===== config.mk =====
export PLATFORM = sky130hd
export DESIGN_NAME = iaedm_div_stage
export DESIGN_NICKNAME = d
export VERILOG_FILES = /design/src/rtl/iaedm_pkg.sv /design/src/rtl/iaedm_div_stage.sv
export SDC_FILE = /design/constraint.sdc
export NUM_CORES = 1
export LEC_CHECK = 0
export ABC_AREA = 1
export BUFFER_PORTS_ARGS = -buffer_cell sky130_fd_sc_hd__buf_2
export CORE_UTILIZATION = 40
export CTS_CLUSTER_DIAMETER = 120
export DETAILED_ROUTE_END_ITERATION = 16
export PLACE_DENSITY_LB_ADDON = 0.25
export SYNTH_ARGS = -nofsm -noshare
export SYNTH_HDL_FRONTEND = slang
export SYNTH_SLANG_ARGS = --single-unit

===== constraint.sdc =====
create_clock -name i_clk -period 11 [get_ports i_clk]
set_input_delay 0.55 -clock i_clk [delete_from_list [all_inputs] [get_ports i_clk]]
set_output_delay 0.55 -clock i_clk [all_outputs]
set_load 0.01 [all_outputs]

===== src/rtl/iaedm_pkg.sv =====
// Package: opcodes, widths and stage types for the integer ALU divmod core.
package iaedm_pkg;
    localparam int DataWidth = 32;
    localparam int FuncWidth = 4;
    localparam int MagWidth  = DataWidth;
    localparam int StepsPerStage = 4;
    localparam int DivStages = DataWidth / StepsPerStage;

    typedef enum logic [FuncWidth-1:0] {
        FN_ADD  = 4'd0,
        FN_SUB  = 4'd1,
        FN_MUL  = 4'd2,
        FN_DIV  = 4'd3,
        FN_MOD  = 4'd4,
        FN_QUOT = 4'd5,
        FN_REM  = 4'd6,
        FN_NEG  = 4'd7,
        FN_EQ   = 4'd8,
        FN_GT   = 4'd9,
        FN_LT   = 4'd10,
        FN_CMP  = 4'd11
    } t_func;

    localparam logic [DataWidth-1:0] CmpEq = DataWidth'(0);
    localparam logic [DataWidth-1:0] CmpGt = DataWidth'(1);
    localparam logic [DataWidth-1:0] CmpLt = DataWidth'(2);

    // Sideband that travels with every item through the divider stages
    typedef struct packed {
        logic [FuncWidth-1:0] func;
        logic                 is_div;
        logic                 div_zero;
        logic                 a_neg;
        logic                 b_neg;
        logic [DataWidth-1:0] early_result;
    } t_side;
endpackage


===== src/rtl/iaedm_div_stage.sv =====
// One divider pipeline stage: StepsPerStage restoring division steps on magnitudes.
module iaedm_div_stage (
    input  logic                             i_clk,
    input  logic                             i_rst_n,
    input  logic                             i_en,
    input  logic                             i_valid,
    input  iaedm_pkg::t_side                 i_side,
    input  logic [iaedm_pkg::MagWidth-1:0]   i_rem,
    input  logic [iaedm_pkg::MagWidth-1:0]   i_quo,
    input  logic [iaedm_pkg::MagWidth-1:0]   i_div,
    output logic                             o_valid,
    output iaedm_pkg::t_side                 o_side,
    output logic [iaedm_pkg::MagWidth-1:0]   o_rem,
    output logic [iaedm_pkg::MagWidth-1:0]   o_quo,
    output logic [iaedm_pkg::MagWidth-1:0]   o_div
);
    localparam int W = iaedm_pkg::MagWidth;

    logic [W-1:0] n_rem;
    logic [W-1:0] n_quo;

    // Shift-subtract steps; quotient register shifts dividend bits out the top
    always_comb begin
        logic [W:0] t;
        n_rem = i_rem;
        n_quo = i_quo;
        for (int k = 0; k < iaedm_pkg::StepsPerStage; k++) begin
            t = {n_rem, n_quo[W-1]};
            n_quo = {n_quo[W-2:0], 1'b0};
            if (t >= {1'b0, i_div}) begin
                t = t - {1'b0, i_div};
                n_quo[0] = 1'b1;
            end
            n_rem = t[W-1:0];
        end
    end

    always_ff @(posedge i_clk) begin
        if (!i_rst_n) begin
            o_valid <= 1'b0;
        end else if (i_en) begin
            o_valid <= i_valid;
        end
    end

    always_ff @(posedge i_clk) begin
        if (i_en) begin
            o_side <= i_side;
            o_rem  <= n_rem;
            o_quo  <= n_quo;
            o_div  <= i_div;
        end
    end
endmodule

==> impl_metrics.py, run 1 <==
metrics = {
    "yosys": {
        "ys_seq_area_frac": 0.3021,
        "ys_top_cells_by_count": "nand2_1, inv_1, nand3_1",
        "async_reset_ff_frac": 0,
        "synth-edff-count": 136,
        "synthTopCellsByArea": "edfxtp_1, nand2_1, ha_1",
        "synth.most_common_cell": "nand2_1",
        "synth-seq-cells": 137,
        "ys_types": 51,
        "synth_area_leader_cell": "edfxtp_1",
        "yosys.area.top_type_share": 0.3006,
        "syn_nets": 2203,
        "synthesis.instances": 1931,
        "avgSynthCellArea_um2": 7.035,
        "yosys_warnings": 0,
        "netlist_area_mm2": 0.01359,
        "synth_top_flop_cell": "edfxtp_1",
    },
    "timing": {
        "fmax_mhz": 99.90,
        "slew_viol_final": 0,
        "skew_ns": 0,
        "setup_tns_ns": 0,
        "fin_hold_ws_ns": 0.2846,
        "rsz0062_at_grt": "false",
        "period_needed_ns": 10.01,
        "tightestPinTransition_ns": 0.8153,
        "setup_viol": 0,
        "finalCritPeriodShare": 0.9100,
        "slew_headroom": 0.4565,
        "hold_viol": 0,
    },
    "cells_and_area": {
        "diodes": 0,
        "fin_area_mm2": 0.01606,
        "area_growth_pct": 18.19,
        "final_net_count": 2481,
        "drive_gt1_frac": 0.1620,
    },
    "global_route": {
        "grt_overflow": 0,
        "grt_max_degree": 84,
        "grt.total_usage": 0.2631,
        "antenna_found_initial": 0,
        "grt_pass1_vias": 13260,
        "grt_pass1_wl_um": 69390,
    },
    "setup_path": {
        "crit_top_cell": "nand2_1",
        "required_ns": 11.30,
        "arrival_ns": 10.31,
        "critPathCaptureType": "flip-flop",
        "start_kind": "input port",
        "crit_slowest_cell": "nor2_4",
        "critPathMaxStageDelay_ns": 0.65,
        "crit_type": "input port to flip-flop",
        "path_max_fanout": 32,
    },
    "cts": {
        "cts_resized": 0,
        "post_cts_buffers": 0,
        "cts_sinks": 137,
        "cts_hold_buf": 0,
        "h-tree-depth": 4,
        "cts.clk_slew.worst_paths_ns": 0.06,
        "clockRootBuffer": "clkbuf_16",
        "cts_made_buffers": 17,
        "cts_tree": "yes",
        "clk_latency_ns": 0.44,
        "cts_max_path_buffers": 2,
    },
    "detailed_routing": {
        "vias": 13870,
        "avgRoutedWirePerCell_um": 17.08,
        "drc": 0,
        "drt-initial-drc-count": 1037,
        "ant_nets": 0,
        "first_pass_iters": 6,
        "routed_wl_um": 45600,
        "vias_per_cell": 5.194,
    },
    "pwr": {
        "clkPwrFrac": 0.125,
        "p_sw_w": 0.002491,
        "p_leak_nw": 8.211,
        "switching_share": 0.5186,
        "powerDensity_mw_per_mm2": 299.1,
        "comb_power_share": 0.707,
        "ir_worst_vdd_mv": 0.1401,
        "power_frac_seq": 0.167,
        "intPower_w": 0.002312,
    },
    "outcome": {
        "status": "completed",
    },
    "floorplan": {
        "die_w_um": 186.3,
        "io_pins": 277,
        "core-area_mm2": 0.03345,
        "die_h_um": 186.3,
        "initial_utilization": 0.4062,
        "die-area_mm2": 0.03470,
        "num_rows": 67,
    },
    "hold_path": {
        "hp-class": "input port to flip-flop",
    },
    "place": {
        "postPlaceCellArea_mm2": 0.01544,
        "gp_congestion": 1.051,
        "io_buffers": 276,
        "hpwl_um": 38160,
    },
    "run": {
        "maxCapViolations": 0,
    },
}
[through the flow]
step / instances / setup slack (ns) / power, W / util
2_1_floorplan: 1931 / 3.129 / 0.003335 / -
3_3_place_gp: 2638 / 0.7862 / 0.004133 / 0.4616
3_5_place_dp: 2638 / 0.6895 / 0.004150 / 0.4616
4_1_cts: 2670 / 1.103 / 0.004774 / 0.4800
5_1_grt: 2670 / 0.02872 / 0.005258 / 0.4800
6_report: 2670 / 0.9897 / 0.004803 / 0.4800
[layout make-up]
cell class	count	area [um2]
clock buffers	18	429.2
flip-flops and latches	137	4104
multi-input cells	1520	8371
inverters	243	912.1
clock inverters	14	187.7
repair buffers	290	1493
well taps	448	560.5
fillers	3444	17390
[per-layer routing]
layer / vias up / routed length, um / part of all wire / GRT usage
li1: 6975 / - / - / -
met1: 6230 / 19720 / 0.43 / 0.3377
met2: 566 / 20870 / 0.46 / 0.4348
met3: 96 / 3225 / 0.071 / 0.04108
met4: 0 / 1785 / 0.039 / 0.1184
met5: - / 0 / 0 / 0
[critical path, delay by kind of cell]
family                   cells  cell delay, ns
AO/OA/AOI/OAI               15            3.13
adder cells (fa/ha/maj)      4            1.41
buffers and inverters        9            1.38
AND/OR/NAND/NOR             25            3.81
[cell usage in the layout, fill, tap and decap left out, types with 3 or more instances in the layout]
master      instances
or2_2               7
clkinvlp_4          3
a221oi_1            4
inv_2               6
nor2_2              6
o211ai_1            4
xor2_1             56
a21oi_1           136
xnor2_1            39
o21ai_1             3
nand3_2             3
nor2_1            134
nand2_2             5
bufinv_16           3
ha_1              128
edfxtp_1          136
nor4_1             11
a31oi_1            16
clkbuf_16          17
nand3_1           149
fa_1                4
buf_4              14
nand2_1           635
nand4_1            12
and2_1              3
inv_1             237
a21o_1             15
o21bai_1           13
nand3b_1           11
o21ai_0            83
inv_6               4
buf_2             275
nor3_1             18
[worst paths after layout]
kind | from | endpoint | slack (ns) | depth (start not counted)
worst min-delay path | i_quo[21] | o_quo[25]$_DFFE_PP_ | 0.28 | 1
worst max-delay path | i_div[23] | o_rem[18]$_DFFE_PP_ | 0.99 | 53
worst min register to register | o_valid$_SDFFE_PN0P_ | o_valid$_SDFFE_PN0P_ | 0.54 | 2
worst max register to register | o_valid$_SDFFE_PN0P_ | o_valid$_SDFFE_PN0P_ | 10.34 | 2
[cells by family after synthesis]
logic type      share of synthesized area
compound gates                     0.1189
buf+inv                           0.08178
xor+xnor                          0.06125
simple gates                       0.3122
flops                              0.3021
fa+ha+maj                          0.1238
[power by group through the flow]
stage               Clock (W)  Combinational, W  Sequential, W
finish               0.000601           0.00340       0.000804
global route         0.000638           0.00380       0.000814
global placement            0           0.00332       0.000815
floorplan                   0           0.00246       0.000876
detailed placement          0           0.00333       0.000817
CTS                  0.000620           0.00335       0.000806
[registers in the layout (all words and copies together), names as in the netlist]
signal   count
o_div       32
o_quo       32
o_rem       32
o_side      40
o_valid      1
(Power assumes the default switching activity.)
==> run 2: changes to the inputs <==
--- a/config.mk
+++ b/config.mk
@@ -7,7 +7,7 @@
 export LEC_CHECK = 0
 export ABC_AREA = 1
 export BUFFER_PORTS_ARGS = -buffer_cell sky130_fd_sc_hd__buf_2
-export CORE_UTILIZATION = 40
+export CORE_UTILIZATION = 57
 export CTS_CLUSTER_DIAMETER = 120
 export DETAILED_ROUTE_END_ITERATION = 16
 export PLACE_DENSITY_LB_ADDON = 0.25
==> run 2 against run 1 <==
Utilization grew 20 points. Global-route usage grew 15 points. Die area shrank 30%. Clock-buffer cell count shrank 1. Clock skew is the same. Combinational power grew 6%. Sequential share of layout area grew 0.23 points. Critical endpoint is now o_rem[17]$_DFFE_PP_. Largest cell class unchanged.
==> impl_metrics.py, run 2 (synthesized netlist as in run 1, its figures left out) <==
metrics = {
    "global_route": {
        "grt.total_usage": 0.4165,
        "grt_overflow": 0,
        "grt_max_degree": 77,
        "grt_pass1_wl_um": 77270,
        "antenna_found_initial": 0,
        "grt_pass1_vias": 14480,
    },
    "setup_path": {
        "r2r-start": "o_valid$_SDFFE_PN0P_",
        "start_kind": "input port",
        "critPathMaxStageDelay_ns": 0.51,
        "critPathCaptureType": "flip-flop",
        "crit_type": "input port to flip-flop",
        "arrival_ns": 10.62,
        "required_ns": 11.20,
        "reg2reg_to": "o_valid$_SDFFE_PN0P_",
        "path_max_fanout": 30,
        "crit_slowest_cell": "a21oi_1",
        "crit_top_cell": "nand2_1",
        "rrSetupSlack_ns": 10.32,
        "ff2ff_path_depth": 2,
    },
    "pwr": {
        "power_frac_seq": 0.162,
        "comb_power_share": 0.715,
        "power.total_w": 0.005022,
        "p_sw_w": 0.002755,
        "p_leak_nw": 8.223,
        "ir_worst_vdd_mv": 0.1860,
        "clkPwrFrac": 0.122,
        "intPower_w": 0.002267,
        "powerDensity_mw_per_mm2": 315.6,
        "switching_share": 0.5486,
    },
    "cts": {
        "post_cts_buffers": 0,
        "cts_made_buffers": 17,
        "cts.clk_slew.worst_paths_ns": 0.08,
        "cts_max_path_buffers": 2,
        "cts_resized": 0,
        "h-tree-depth": 4,
        "clk_latency_ns": 0.44,
        "clockRootBuffer": "clkbuf_16",
        "cts_sinks": 137,
        "cts_hold_buf": 0,
        "cts_tree": "yes",
    },
    "place": {
        "hpwl_um": 40710,
        "pre_cts_ws_ns": 0.5960,
        "io_buffers": 276,
        "gp_congestion": 1.025,
    },
    "timing": {
        "slew_headroom": 0.4617,
        "setup_viol": 0,
        "finalCritPeriodShare": 0.9478,
        "skew_ns": 0,
        "setup_tns_ns": 0,
        "rsz0062_at_grt": "false",
        "hold_viol": 0,
        "period_needed_ns": 10.43,
        "fmax_mhz": 95.91,
        "tightestPinTransition_ns": 0.8075,
        "setup_ws_ns": 0.5738,
        "slew_viol_final": 0,
    },
    "outcome": {
        "status": "completed",
    },
    "cells_and_area": {
        "largest_reg_flops": 40,
        "area_growth_pct": 17.12,
        "final_net_count": 2482,
        "largest_register": "o_side",
        "final_cell_mix": "nand2_1, buf_2, inv_1",
        "fillers": 2055,
        "diodes": 0,
        "layout_commonest_cell": "nand2_1",
        "drive_gt1_frac": 0.1628,
    },
    "floorplan": {
        "core-area_mm2": 0.02340,
        "die_w_um": 156.4,
        "initial_utilization": 0.5805,
        "num_rows": 56,
        "io_pins": 277,
        "die-area_mm2": 0.02446,
        "die_h_um": 156.4,
    },
    "hold_path": {
        "whs_endpoint": "o_side[31]$_DFFE_PP_",
        "hold_depth": 1,
        "hp-class": "input port to flip-flop",
        "min_from": "i_side[31]",
    },
    "detailed_routing": {
        "ant_nets": 0,
        "avgRoutedWirePerCell_um": 19.99,
        "vias_per_cell": 5.941,
        "drc": 0,
        "routed_wl_um": 50820,
        "drt-initial-drc-count": 1586,
        "vias": 15100,
        "first_pass_iters": 6,
    },
    "run": {
        "maxCapViolations": 0,
    },
}
[run 2: cell types whose count changed in the layout (fill, tap and decap cells not counted), sizes merged]
| cell | change |
|---|---|
| bufinv | -3 |
| clkbuf | -1 |
| clkinv | +5 |
| clkinvlp | -3 |
| inv | +2 |
| nor2 | +1 |
[run 2: worst max path at each step]
stage	startpoint	to	depth (start not counted)	slack, ns
global route	i_div[10]	o_rem[29]$_DFFE_PP_	54	0.05
finish	i_div[10]	o_rem[17]$_DFFE_PP_	53	0.57
global placement	i_div[10]	o_rem[29]$_DFFE_PP_	54	0.81
floorplan	i_div[7]	o_rem[29]$_DFFE_PP_	58	3.13
CTS	i_div[10]	o_rem[29]$_DFFE_PP_	55	0.87
detailed placement	i_div[10]	o_rem[17]$_DFFE_PP_	53	0.60
[run 2: cell type report]
class,instances,area [um2],share of cell area
sequential,137,4104,0.2579
clock buffer,17,425.4,0.02674
timing repair buffer,290,1493,0.09381
clock inverter,15,196.4,0.01235
multi-input combinational,1521,8382,0.5268
inverter,243,912.1,0.05732
tap,319,399.1,0.02508
[run 2: power groups by stage]
stage	Clock (W)	Sequential (W)	Combinational, W
floorplan	0	0.000876	0.00246
global placement	0	0.000822	0.00326
detailed placement	0	0.000826	0.00334
CTS	0.000614	0.000814	0.00341
global route	0.000630	0.000822	0.00389
finish	0.000615	0.000815	0.00359
[run 2: metrics by stage]
stage | cell area, um2 | util | std cells | hold slack, ns
global route | 15910 | 0.6799 | 2542 | 0.2687
detailed placement | 15280 | 0.6529 | 2509 | 0.5594
global placement | 15280 | 0.6529 | 2509 | 0.5261
finish | 15910 | 0.6799 | 2542 | 0.2756
floorplan | 13590 | - | 1931 | 0.5553
CTS | 15900 | 0.6794 | 2541 | 0.2725
[run 2: worst max-delay path: cells and delay by family]
kind,cells,cell delay [ns]
fa+ha+maj,4,1.55
compound gates,16,3.90
buf+inv,9,1.53
xor+xnor,1,0.17
simple gates,23,2.89
[run 2: layer usage]
layer,share of wire,global-route usage
met1,0.36,0.4800
met2,0.47,0.7202
met3,0.10,0.07339
met4,0.063,0.2530
met5,0,0
